<file path="src/rtl/spsa_pkg.sv">
// ----------------------------------------------------------------------------
// Slab page slot allocator package
// Shared widths, codes, request and response types, and the scan token
// that travels along the row of slot cells.
// ----------------------------------------------------------------------------
package spsa_pkg;

    localparam int MAX_SLOTS  = 64;
    localparam int SLOT_W     = 6;
    localparam int CNT_W      = 7;
    localparam int LOC_W      = 3;
    localparam int CELL_SLOTS = 1 << LOC_W;
    localparam int ID_W       = SLOT_W - LOC_W;
    localparam int NUM_CELLS  = (MAX_SLOTS + CELL_SLOTS - 1) / CELL_SLOTS;
    localparam int BYTES_W    = 21;
    localparam int BASE_W     = 48;
    localparam int ADDR_W     = 64;
    localparam int PROD_W     = SLOT_W + BYTES_W;
    localparam int CFG_IDX_W  = 2;
    localparam int CFG_DATA_W = 48;

    localparam logic CMD_ALLOC = 1'b0;
    localparam logic CMD_FREE  = 1'b1;

    localparam logic [CFG_IDX_W-1:0] REG_SLOTS_IN_USE = 2'd0;
    localparam logic [CFG_IDX_W-1:0] REG_SLOT_BYTES   = 2'd1;
    localparam logic [CFG_IDX_W-1:0] REG_PAGE_BASE    = 2'd2;

    localparam logic [CNT_W-1:0]   RST_SLOTS_IN_USE = 7'd64;
    localparam logic [BYTES_W-1:0] RST_SLOT_BYTES   = 21'd65536;
    localparam logic [BASE_W-1:0]  RST_PAGE_BASE    = 48'd0;

    typedef struct packed {
        logic              cmd;
        logic [SLOT_W-1:0] slot_sel;
    } req_t;

    typedef struct packed {
        logic              granted;
        logic [ADDR_W-1:0] slot_addr;
        logic [SLOT_W-1:0] slot_taken;
        logic [CNT_W-1:0]  collected;
        logic [CNT_W-1:0]  bad_frees;
    } rsp_t;

    typedef struct packed {
        logic              run;
        logic [CNT_W-1:0]  seen_cnt;
        logic [CNT_W-1:0]  bad_cnt;
        logic              hi_found;
        logic [SLOT_W-1:0] hi_slot;
        logic              lo_found;
        logic [SLOT_W-1:0] lo_slot;
    } tok_t;

    typedef struct packed {
        logic              pend_en;
        logic [SLOT_W-1:0] pend_slot;
        logic              set_en;
        logic [SLOT_W-1:0] set_slot;
        logic [SLOT_W-1:0] start;
        logic [CNT_W-1:0]  count;
    } ctl_t;

endpackage

</file>
<file path="src/rtl/slab_page_slot_allocator_top.sv">
// ----------------------------------------------------------------------------
// Slab page slot allocator
// Round-robin bitmap allocator for one page of up to 64 equal slots.
// ----------------------------------------------------------------------------
// A remote free request is accepted and its response is offered in the next
// cycle. For an allocate request, the first slot cell takes the scan token at
// the accepting edge, and the token then walks the remaining seven cells, one
// cell of eight slots per cycle. On the way it collects pending frees and finds
// the first free slot at or after the cursor, else the lowest free slot. The
// chosen slot is then registered, ST_MUL forms slot times slot size and ST_ADD
// adds the page base. One request is in flight at a time, and a new request is
// taken once the response register is empty or being emptied.
// ----------------------------------------------------------------------------
module slab_page_slot_allocator_top (
    input  logic                            aclk,
    input  logic                            aresetn,
    input  logic                            s_valid,
    output logic                            s_ready,
    input  spsa_pkg::req_t                  s_req,
    output logic                            m_valid,
    input  logic                            m_ready,
    output spsa_pkg::rsp_t                  m_rsp,
    input  logic                            cfg_valid,
    output logic                            cfg_ready,
    input  logic [spsa_pkg::CFG_IDX_W-1:0]  cfg_index,
    input  logic [spsa_pkg::CFG_DATA_W-1:0] cfg_data
);

    typedef enum logic [3:0] {
        ST_IDLE = 4'b0001,
        ST_SCAN = 4'b0010,
        ST_MUL  = 4'b0100,
        ST_ADD  = 4'b1000
    } state_t;

    state_t                         state_reg, state_next;
    logic [spsa_pkg::CNT_W-1:0]     slots_reg;
    logic [spsa_pkg::BYTES_W-1:0]   bytes_reg;
    logic [spsa_pkg::BASE_W-1:0]    base_reg;
    logic [spsa_pkg::SLOT_W-1:0]    cursor_reg, cursor_next;
    logic [spsa_pkg::SLOT_W-1:0]    slot_reg, slot_next;
    logic                           found_reg, found_next;
    logic [spsa_pkg::PROD_W-1:0]    prod_reg, prod_next;
    spsa_pkg::rsp_t                 rsp_reg, rsp_next;
    logic                           m_valid_reg, m_valid_next;

    logic [spsa_pkg::CNT_W-1:0]     count;
    logic [spsa_pkg::SLOT_W-1:0]    start;
    logic                           in_acc;
    logic                           done;
    logic                           found;
    logic [spsa_pkg::SLOT_W-1:0]    chosen;
    logic [spsa_pkg::CNT_W-1:0]     chosen_inc;
    spsa_pkg::tok_t                 head;
    spsa_pkg::tok_t                 tok [spsa_pkg::NUM_CELLS+1];
    spsa_pkg::tok_t                 last;
    spsa_pkg::ctl_t                 ctl;

    assign count = (slots_reg > spsa_pkg::CNT_W'(spsa_pkg::MAX_SLOTS)) ?
                   spsa_pkg::CNT_W'(spsa_pkg::MAX_SLOTS) : slots_reg;
    assign start = ({1'b0, cursor_reg} < count) ? cursor_reg : '0;

    assign s_ready   = (state_reg == ST_IDLE) && (!m_valid_reg || m_ready);
    assign in_acc    = s_valid && s_ready;
    assign cfg_ready = 1'b1;

    always_comb begin
        head     = '0;
        head.run = in_acc && (s_req.cmd == spsa_pkg::CMD_ALLOC);
    end

    assign tok[0] = head;

    assign last       = tok[spsa_pkg::NUM_CELLS];
    assign done       = (state_reg == ST_SCAN) && last.run;
    assign found      = last.hi_found || last.lo_found;
    assign chosen     = last.hi_found ? last.hi_slot : last.lo_slot;
    assign chosen_inc = {1'b0, chosen} + spsa_pkg::CNT_W'(1);

    always_comb begin
        ctl.pend_en   = in_acc && (s_req.cmd == spsa_pkg::CMD_FREE);
        ctl.pend_slot = s_req.slot_sel;
        ctl.set_en    = done && found;
        ctl.set_slot  = chosen;
        ctl.start     = start;
        ctl.count     = count;
    end

    for (genvar g = 0; g < spsa_pkg::NUM_CELLS; g++) begin : g_cell
        spsa_cell u_cell (
            .aclk    (aclk),
            .aresetn (aresetn),
            .cell_id (spsa_pkg::ID_W'(g)),
            .ctl     (ctl),
            .tok_in  (tok[g]),
            .tok_out (tok[g+1])
        );
    end

    always_comb begin
        state_next   = state_reg;
        cursor_next  = cursor_reg;
        slot_next    = slot_reg;
        found_next   = found_reg;
        prod_next    = prod_reg;
        rsp_next     = rsp_reg;
        m_valid_next = m_valid_reg;
        if (m_valid_reg && m_ready) begin
            m_valid_next = 1'b0;
        end
        case (state_reg)
            ST_IDLE: begin
                if (in_acc) begin
                    if (s_req.cmd == spsa_pkg::CMD_FREE) begin
                        rsp_next         = '0;
                        rsp_next.granted = 1'b1;
                        m_valid_next     = 1'b1;
                    end else begin
                        state_next = ST_SCAN;
                    end
                end
            end
            ST_SCAN: begin
                if (done) begin
                    found_next          = found;
                    slot_next           = chosen;
                    rsp_next.granted    = found;
                    rsp_next.slot_taken = found ? chosen : '0;
                    rsp_next.collected  = last.seen_cnt;
                    rsp_next.bad_frees  = last.bad_cnt;
                    if (found) begin
                        cursor_next = (chosen_inc < count) ? chosen_inc[spsa_pkg::SLOT_W-1:0] : '0;
                    end
                    state_next = ST_MUL;
                end
            end
            ST_MUL: begin
                prod_next  = spsa_pkg::PROD_W'(slot_reg) * spsa_pkg::PROD_W'(bytes_reg);
                state_next = ST_ADD;
            end
            ST_ADD: begin
                rsp_next.slot_addr = found_reg ?
                    (spsa_pkg::ADDR_W'(base_reg) + spsa_pkg::ADDR_W'(prod_reg)) : '0;
                m_valid_next = 1'b1;
                state_next   = ST_IDLE;
            end
            default: begin
                state_next = ST_IDLE;
            end
        endcase
    end

    always_ff @(posedge aclk) begin
        if (!aresetn) begin
            state_reg   <= ST_IDLE;
            cursor_reg  <= '0;
            m_valid_reg <= 1'b0;
            slots_reg   <= spsa_pkg::RST_SLOTS_IN_USE;
            bytes_reg   <= spsa_pkg::RST_SLOT_BYTES;
            base_reg    <= spsa_pkg::RST_PAGE_BASE;
        end else begin
            state_reg   <= state_next;
            cursor_reg  <= cursor_next;
            m_valid_reg <= m_valid_next;
            if (cfg_valid && cfg_ready) begin
                case (cfg_index)
                    spsa_pkg::REG_SLOTS_IN_USE: slots_reg <= cfg_data[spsa_pkg::CNT_W-1:0];
                    spsa_pkg::REG_SLOT_BYTES:   bytes_reg <= cfg_data[spsa_pkg::BYTES_W-1:0];
                    spsa_pkg::REG_PAGE_BASE:    base_reg  <= cfg_data[spsa_pkg::BASE_W-1:0];
                    default: begin
                    end
                endcase
            end
        end
    end

    always_ff @(posedge aclk) begin
        slot_reg  <= slot_next;
        found_reg <= found_next;
        prod_reg  <= prod_next;
        rsp_reg   <= rsp_next;
    end

    assign m_valid = m_valid_reg;
    assign m_rsp   = rsp_reg;

endmodule

</file>
<file path="src/rtl/spsa_cell.sv">
// ----------------------------------------------------------------------------
// Slot cell
// Holds the allocated and pending bits of one group of slots. When the scan
// token passes, the cell collects its pending bits, adds its counts and
// records its first free slots, then hands the token to the next cell.
// ----------------------------------------------------------------------------
module spsa_cell (
    input  logic                      aclk,
    input  logic                      aresetn,
    input  logic [spsa_pkg::ID_W-1:0] cell_id,
    input  spsa_pkg::ctl_t            ctl,
    input  spsa_pkg::tok_t            tok_in,
    output spsa_pkg::tok_t            tok_out
);

    logic [spsa_pkg::CELL_SLOTS-1:0] alloc_reg, alloc_next;
    logic [spsa_pkg::CELL_SLOTS-1:0] pend_reg, pend_next;
    spsa_pkg::tok_t                  tok_reg, tok_next;

    logic [spsa_pkg::CELL_SLOTS-1:0] live, upper, seen, bad, clean, free_vec, hi_vec;
    logic [spsa_pkg::CNT_W-1:0]      seen_n, bad_n;
    logic [spsa_pkg::LOC_W-1:0]      hi_loc, lo_loc;
    logic [spsa_pkg::SLOT_W-1:0]     idx;

    always_comb begin
        live   = '0;
        upper  = '0;
        seen_n = '0;
        bad_n  = '0;
        hi_loc = '0;
        lo_loc = '0;
        for (int j = 0; j < spsa_pkg::CELL_SLOTS; j++) begin
            idx      = {cell_id, spsa_pkg::LOC_W'(j)};
            live[j]  = ({1'b0, idx} < ctl.count);
            upper[j] = (idx >= ctl.start);
        end
        seen     = pend_reg & live;
        bad      = seen & ~alloc_reg;
        clean    = alloc_reg & ~seen;
        free_vec = ~clean & live;
        hi_vec   = free_vec & upper;
        for (int j = spsa_pkg::CELL_SLOTS - 1; j >= 0; j--) begin
            seen_n = seen_n + spsa_pkg::CNT_W'(seen[j]);
            bad_n  = bad_n + spsa_pkg::CNT_W'(bad[j]);
            if (hi_vec[j]) begin
                hi_loc = spsa_pkg::LOC_W'(j);
            end
            if (free_vec[j]) begin
                lo_loc = spsa_pkg::LOC_W'(j);
            end
        end
    end

    always_comb begin
        tok_next   = tok_in;
        alloc_next = alloc_reg;
        pend_next  = pend_reg;
        if (tok_in.run) begin
            tok_next.seen_cnt = tok_in.seen_cnt + seen_n;
            tok_next.bad_cnt  = tok_in.bad_cnt + bad_n;
            if (!tok_in.hi_found && (|hi_vec)) begin
                tok_next.hi_found = 1'b1;
                tok_next.hi_slot  = {cell_id, hi_loc};
            end
            if (!tok_in.lo_found && (|free_vec)) begin
                tok_next.lo_found = 1'b1;
                tok_next.lo_slot  = {cell_id, lo_loc};
            end
            alloc_next = clean;
            pend_next  = '0;
        end
        if (ctl.set_en && (ctl.set_slot[spsa_pkg::SLOT_W-1:spsa_pkg::LOC_W] == cell_id)) begin
            alloc_next[ctl.set_slot[spsa_pkg::LOC_W-1:0]] = 1'b1;
        end
        if (ctl.pend_en && (ctl.pend_slot[spsa_pkg::SLOT_W-1:spsa_pkg::LOC_W] == cell_id)) begin
            pend_next[ctl.pend_slot[spsa_pkg::LOC_W-1:0]] = 1'b1;
        end
    end

    always_ff @(posedge aclk) begin
        if (!aresetn) begin
            alloc_reg <= '0;
            pend_reg  <= '0;
            tok_reg   <= '0;
        end else begin
            alloc_reg <= alloc_next;
            pend_reg  <= pend_next;
            tok_reg   <= tok_next;
        end
    end

    assign tok_out = tok_reg;

endmodule

</file>
<file path="config.mk">
export PLATFORM = sky130hd
export DESIGN_NAME = slab_page_slot_allocator_top
export DESIGN_NICKNAME = d
export VERILOG_FILES = /design/src/rtl/spsa_pkg.sv /design/src/rtl/slab_page_slot_allocator_top.sv /design/src/rtl/spsa_cell.sv
export SDC_FILE = /design/constraint.sdc
export NUM_CORES = 2
export LEC_CHECK = 0
export BUFFER_PORTS_ARGS = -buffer_cell sky130_fd_sc_hd__buf_2
export CORE_MARGIN = 1
export CORE_UTILIZATION = 40
export CTS_BUF_LIST = sky130_fd_sc_hd__clkbuf_8
export CTS_CLUSTER_DIAMETER = 60
export DETAILED_ROUTE_END_ITERATION = 8
export GPL_ROUTABILITY_DRIVEN = 0
export PLACE_DENSITY = 0.64
export SYNTH_ARGS = -nofsm -noshare
export SYNTH_HDL_FRONTEND = slang
export SYNTH_SLANG_ARGS = --single-unit
</file>
<file path="constraint.sdc">
create_clock -name aclk -period 5.7 [get_ports aclk]
set_input_delay 0.57 -clock aclk [delete_from_list [all_inputs] [get_ports aclk]]
set_output_delay 0.57 -clock aclk [all_outputs]
set_load 0.05 [all_outputs]
</file>
### Word level (Yosys, flattened, before mapping)

Cells that the tools add are included.

* register bits after elaboration: 566

* muxes and demuxes: 208
* equality and inequality tests: 24
* bitwise gates (word level): 85
* multipliers: 1
* add/sub/neg operators: 128
* reduce and logical (&&, ||, !) cells: 92
* magnitude comparators: 135

Operators with widths (number)
* $add 7x1->7: 96
* $mux 3: 128
* $and 8x8->8: 40
* $mux 8: 32
* $lt 6x7->1 const A: 32
* $mux 28: 7
* $ge 6x6->1 const A: 32
* $not 8->8: 24
* $mux 85: 2
* $or 8x8->8: 16
* $pmux 64 s2: 1
* $reduce_or 8->1: 16
* $mux 7: 17
* $lt 5x7->1 const A: 16
* $add 7x7->7: 14
* $ge 5x6->1 const A: 16
* $lt 4x7->1 const A: 8
* $add 48x27->49: 1
* $mux 49: 1
* $ge 4x6->1 const A: 8
* $pmux 20 s2: 1
* $logic_and 1x1->1: 39
* $add 1x1->2: 16
* $lt 3x7->1 const A: 4
* 41 further kinds: 106

### Depth between registers and ports, before layout

* depth in word-level cells: 19
* gate-level depth with buffers: 22

### Modules after synthesis

Synthesis repeated with hierarchy kept, for this count alone.

* cell total of the unflattened synthesis: 4363
* area, all modules: 39222.6 µm²

By module, submodules not included
* spsa_cell at g_cell[0].u_cell ...: area each 3278.1 µm², cells each 374, seq. area each 900.9 µm², instances 5
* slab_page_slot_allocator_top: area each 13157.6 µm², cells each 1378, seq. area each 4864.7 µm², instances 1
* spsa_cell at g_cell[7].u_cell: area each 3246.9 µm², cells each 366, seq. area each 900.9 µm², instances 1
* spsa_cell at g_cell[4].u_cell: area each 3233.1 µm², cells each 384, seq. area each 900.9 µm², instances 1
* spsa_cell at g_cell[5].u_cell: area each 3194.3 µm², cells each 365, seq. area each 900.9 µm², instances 1

### Worst setup path after synthesis

No wires, ideal clock.

* path kind: flip-flop to flip-flop
* from: register slots_reg[5] in the netlist's numbering
* to: register g_cell[2].u_cell.tok_reg, in the netlist g_cell[2].u_cell.tok_out[27]
* arrival: 4.611 ns
* slack: 0.973 ns
* stages on the path, launching flop included: 21
* period minus slack after synthesis: 4.727 ns
* required time: 5.584 ns
* path buffers: 4
* library setup time: 0.116 ns
* path through: dfxtp_1 buf_4 buf_2 nor2_2 buf_2 buf_1 a21oi_1 ha_1 inv_1 fa_1 inv_1 fa_1 inv_1 fa_1 inv_1 ha_1 fa_1 a21o_1 a21oi_1 nor2b_1 o211a_1

* word-level cells in the longest chain between the ends: 13
* elaborated cells on any way between the ends: 20
* those cells by class: add/sub: 8; order compare: 9; mux: 2; bitwise: 1

Ends and longest elaborated chain
* from (decl): line slab_page_slot_allocator_top.sv:37 `logic [spsa_pkg::CNT_W-1:0] slots_reg;`
* from (signal assigned): line slab_page_slot_allocator_top.sv:158 `slots_reg <= spsa_pkg::RST_SLOTS_IN_USE;`
* from (signal assigned): line slab_page_slot_allocator_top.sv:167 `spsa_pkg::REG_SLOTS_IN_USE: slots_reg <= cfg_data[spsa_pkg::CNT_W-1:0];`
* $gt 7x7->1: line slab_page_slot_allocator_top.sv:59 `assign count = (slots_reg > spsa_pkg::CNT_W'(spsa_pkg::MAX_SLOTS)) ?`
* $mux 7 *: line slab_page_slot_allocator_top.sv:59
* $lt 5x7->1: line spsa_cell.sv:34 `live[j] = ({1'b0, idx} < ctl.count);`
* $and 8x8->8 *: line spsa_cell.sv:37 `seen = pend_reg & live;`
* $add 1x1->2: line spsa_cell.sv:43 `seen_n = seen_n + spsa_pkg::CNT_W'(seen[j]);`
* $add 7x1->7 (5 in series): line spsa_cell.sv:43
* $add 7x1->7 *: line spsa_cell.sv:43
* $add 7x7->7 *: line spsa_cell.sv:59 `tok_next.seen_cnt = tok_in.seen_cnt + seen_n;`
* $mux 28 *: line spsa_cell.sv:58 `if (tok_in.run) begin`
* to (signal assigned): line spsa_cell.sv:88 `tok_reg <= tok_next;`
* to (decl): line spsa_cell.sv:18 `spsa_pkg::tok_t tok_reg, tok_next;`

Every way passes the cells marked *; elsewhere a longest branch is shown, timed or not.
A chain may end at the register's enable or synchronous reset.

### Worst setup path after layout

* from: register slots_reg[6] in the netlist's numbering
* to: register g_cell[3].u_cell.tok_reg, in the netlist g_cell[3].u_cell.tok_out[20]

* word-level cells in the longest chain between the ends: 14
* elaborated cells on any way between the ends: 21
* those cells by class: add/sub: 8; order compare: 9; mux: 2; bitwise: 2

Ends and longest elaborated chain
* $gt 7x7->1: line slab_page_slot_allocator_top.sv:59
* $mux 7 *: line slab_page_slot_allocator_top.sv:59
* $lt 5x7->1: line spsa_cell.sv:34
* $and 8x8->8 *: line spsa_cell.sv:37
* $and 8x8->8 *: line spsa_cell.sv:38 `bad = seen & ~alloc_reg;`
* $add 1x1->2: line spsa_cell.sv:44 `bad_n = bad_n + spsa_pkg::CNT_W'(bad[j]);`
* $add 7x1->7 (5 in series): line spsa_cell.sv:44
* $add 7x1->7 *: line spsa_cell.sv:44
* $add 7x7->7 *: line spsa_cell.sv:60 `tok_next.bad_cnt = tok_in.bad_cnt + bad_n;`
* $mux 28 *: line spsa_cell.sv:58
* to (signal assigned): line spsa_cell.sv:88
* to (decl): line spsa_cell.sv:18

Marks and branches as above.

==> impl_metrics.yaml <==
critical_path:
  rr_worst_depth: 19
  path_class: "register to register"
  data_arrival_time_at_the_worst_slack_endpoint_ns: 5.91
  rr_startpoint: "slots_reg[6]"
  critPathMaxFanout: 13
  critPathCaptureType: "register"
  crit_top_cell: "fa_1"
  cp.required_ns: 6.35
  capture_point_of_the_critical_path: "g_cell[3].u_cell.tok_out[20]"
  crit-reg2reg-capture: "g_cell[3].u_cell.tok_out[20]"
  slowest_delay_ns: 0.54
  worstSetupStartpoint: "slots_reg[6]"
  crit_slowest_cell: "fa_1"
  startpoint_type: "register"
  critical_path.cell_chain: "nand4b_1, o21ai_0, and2_1, nor2b_1, ha_1, inv_1, fa_1, fa_1, inv_1, fa_1, ha_1, inv_1, fa_1, nor2b_1, o21ai_0, nand2b_1, a21oi_1, or3_1, a21oi_1"
  regToRegSetupSlack_ns: 0.44
worst_hold_path:
  holdCritStartpoint: "cfg_data[35]"
  hold_path.class: "input port to register"
detailed_routing:
  drt_wl_total_um: 101000
  drt_iter0_markers: 2601
  post-route-drc-count: 0
  avgRoutedWirePerCell_um: 19.0
  postRouteAntennaNets: 0
  detailroute.via_count: 28869
  firstDrtPassIters: 6
  drt-vias-per-instance: 5.47
logic_synthesis:
  postSynthCellCount: 3956
  synth_async_sr_flop_share_pct: 0
  synthMostInstantiatedCell: "nand2_1"
  post_synth_num_cell_types: 103
  postSynthRegisterBits: 529
  postSynth.topFlopCell: "dfxtp_1"
  synth-seq-area-share_pct: 34.4
  fraction_of_synthesized_cell_area_taken_by_the_top_area_cell_type_pct: 25.1
  synth.area.top_cells: "dfxtp_1 25%, edfxtp_1 9.2%, ha_1 9.1%"
  yosys.area.top_type: "dfxtp_1"
  commonest_cells_in_the_synthesized_netlist: "466 x nand2_1, 449 x nor2_1, 425 x dfxtp_1"
  netlist_area_um2: 33900
  synthesis.yosys.warnings: 0
  edff_count_synth: 104
  mean_instance_size_in_the_synthesized_netlist_um2: 8.56
timing:
  setup_repair_after_global_routing_missed_its_margin: "no"
  finalHoldViolations: 0
  min_period_over_period_pct: 92.3
  crit_path_time_final_ns: 5.26
  fin_setup_tns_ns: 0
  skew_ns: 0.0483
  timing.max_slew.rel_slack_pct: 17.6
  maxClockFrequency_mhz: 190
  maxSlewViolCount: 0
  worst_slew_pin_slew_ns: 1.23
  setup-violations-final: 0
cells_and_area:
  area.sequential_um2: 11600
  nFillCells: 8213
  area_growth_syn_to_layout_pct: 11.1
  largest_register_ffs: 210
  multi_input_comb_area_um2: 20300
  drive_above_1_share_pct: 9.95
  finalNetCount: 4518
grt:
  grt_max_degree: 111
  first_global_vias: 27148
  antenna_found_initial: 4
  gr-total-overflow: 0
  grt_first_pass_wirelength_um: 155000
  gr-usage-all-layers_pct: 23.0
clocking:
  ctsLongestPathBuffers: 3
  cts_setup_buffers: 0
  cts_hold_buffers: 0
  h_tree_depth: 3
  post_cts.resized_instances: 0
  worst_setup_hold_path_clk_slew_ns: 0.06
  cts_buffers: 93
  clock-root-buffer: "clkbuf_8"
  insertion_delay_ns: 0.73
  cts.sink_count: 529
  cts_tree: "built"
pwr:
  share_seq_of_total_power_pct: 47.0
  irDropWorstVdd_mv: 0.158
  clock_power_share_pct: 44.6
  switching_share_pct: 26.7
  switching_power_uw: 2220
  power_report.internal_total_uw: 6080
  power.static_leakage_uw: 0.0161
  power.combinational.fraction_pct: 8.3
  power_uw: 8300
  pwr_density_cell_nw_per_um2: 221
die:
  core_area_um2: 83700
  x_dimension_of_the_die_um: 293
  dieArea_um2: 85800
  ioPinCount: 150
  die_h_um: 293
  initial_utilization_pct: 40.5
  row_count: 106
placed_design:
  buffer_ports.inserted: 133
  hpwl_um: 74200
outcome:
  run_status: "finished clean"
job:
  drv_cap: 0
==> stage by stage <==
step / setup slack [ns] / hold slack [ns] / utilization (%) / std cells / cell area (µm²)
after floorplan: 0.973 / 0.395 / - / 3970 / 33900
after global placement: 0.640 / 0.401 / 42.6 / 5107 / 35700
after detailed placement: 0.576 / 0.403 / 42.6 / 5107 / 35700
after CTS: 0.512 / 0.0635 / 45.0 / 5276 / 37600
after global routing: 0.192 / 0.0977 / 45.0 / 5277 / 37600
final: 0.439 / 0.109 / 45.0 / 5280 / 37600
==> how the worst min path moves through the flow <==
stage / end / slack, ns / cells after the start
global placement: g_cell[6].u_cell.tok_out[3] / 0.40 / 2
finish: base_reg[35] / 0.11 / 3
global route: base_reg[47] / 0.1 / 3
CTS: base_reg[47] / 0.06 / 3
detailed placement: g_cell[5].u_cell.tok_out[11] / 0.40 / 2
floorplan: g_cell[5].u_cell.tok_out[11] / 0.40 / 2
==> cell type report <==
cell class / count / area share [%]
diodes: 4 / 0.0266
multi-input cells: 2935 / 53.9
inverters: 318 / 3.19
well taps: 1134 / 3.77
flip-flops and latches: 529 / 30.9
clock inverters: 49 / 0.838
repair buffers: 191 / 2.99
clock buffers: 120 / 4.39
==> critical path: cells and delay by family (launching register included) <==
family | cells | cell delay (ns)
fa+ha+maj | 6 | 2.33
flops | 1 | 0.46
compound gates | 4 | 0.85
buf+inv | 3 | 0.19
simple gates | 6 | 1.37
==> layer usage <==
layer | GRT usage (%) | share of wire (%)
met1 | 31.4 | 44
met2 | 35.5 | 43
met3 | 3.97 | 8.5
met5 | 1.08 | 0.16
met4 | 9.95 | 4.0
==> power by group through the flow <==
stage               clock network [µW]  registers, µW  logic (µW)
floorplan                            0           4050         419
global placement                     0           3980         677
detailed placement                   0           3980         681
CTS                               3770           3900         685
global route                      3940           3910         745
finish                            3710           3910         693
==> logic make-up (layout without fill, tap and decap cells) <==
| logic type | after synthesis | in the layout | synth area share, % |
|---|---|---|---|
| and+or+nand+nor | 1390 | 1390 | 19.0 |
| AOI/OAI and AO/OA | 953 | 953 | 17.9 |
| DFF | 529 | 529 | 34.4 |
| buffers and inverters | 506 | 678 | 6.05 |
| adders and majority gates | 388 | 388 | 17.5 |
| xor gates and xnor gates | 109 | 109 | 2.82 |
| muxes | 79 | 79 | 2.34 |
| other | 2 | 20 | 0.0222 |
==> placed cells by master, fill, tap and decap left out, types with 18 or more instances in the layout <==
| cell | netlist | layout |
|---|---|---|
| nand2_1 | 466 | 465 |
| mux2i_1 | 78 | 78 |
| dfxtp_1 | 425 | 425 |
| and2_1 | 84 | 84 |
| nand3_1 | 52 | 52 |
| o21ai_0 | 162 | 162 |
| o22ai_1 | 21 | 21 |
| nor3_1 | 47 | 46 |
| o21bai_1 | 18 | 18 |
| or2_2 | 23 | 23 |
| fa_1 | 142 | 142 |
| and3_1 | 24 | 24 |
| xnor2_1 | 72 | 72 |
| o21a_1 | 42 | 42 |
| a31oi_1 | 23 | 23 |
| a21oi_1 | 376 | 375 |
| xor2_1 | 37 | 37 |
| or3_1 | 24 | 24 |
| inv_1 | 312 | 336 |
| edfxtp_1 | 104 | 104 |
| nor2_1 | 449 | 447 |
| nand2b_1 | 66 | 66 |
| nor2b_1 | 62 | 62 |
| a21o_1 | 67 | 67 |
| buf_2 | 15 | 133 |
| clkbuf_8 | 0 | 120 |
| buf_4 | 22 | 56 |
| a211oi_1 | 25 | 25 |
| a22oi_1 | 45 | 45 |
| ha_1 | 246 | 246 |
Power figures use the tool's default switching activity.
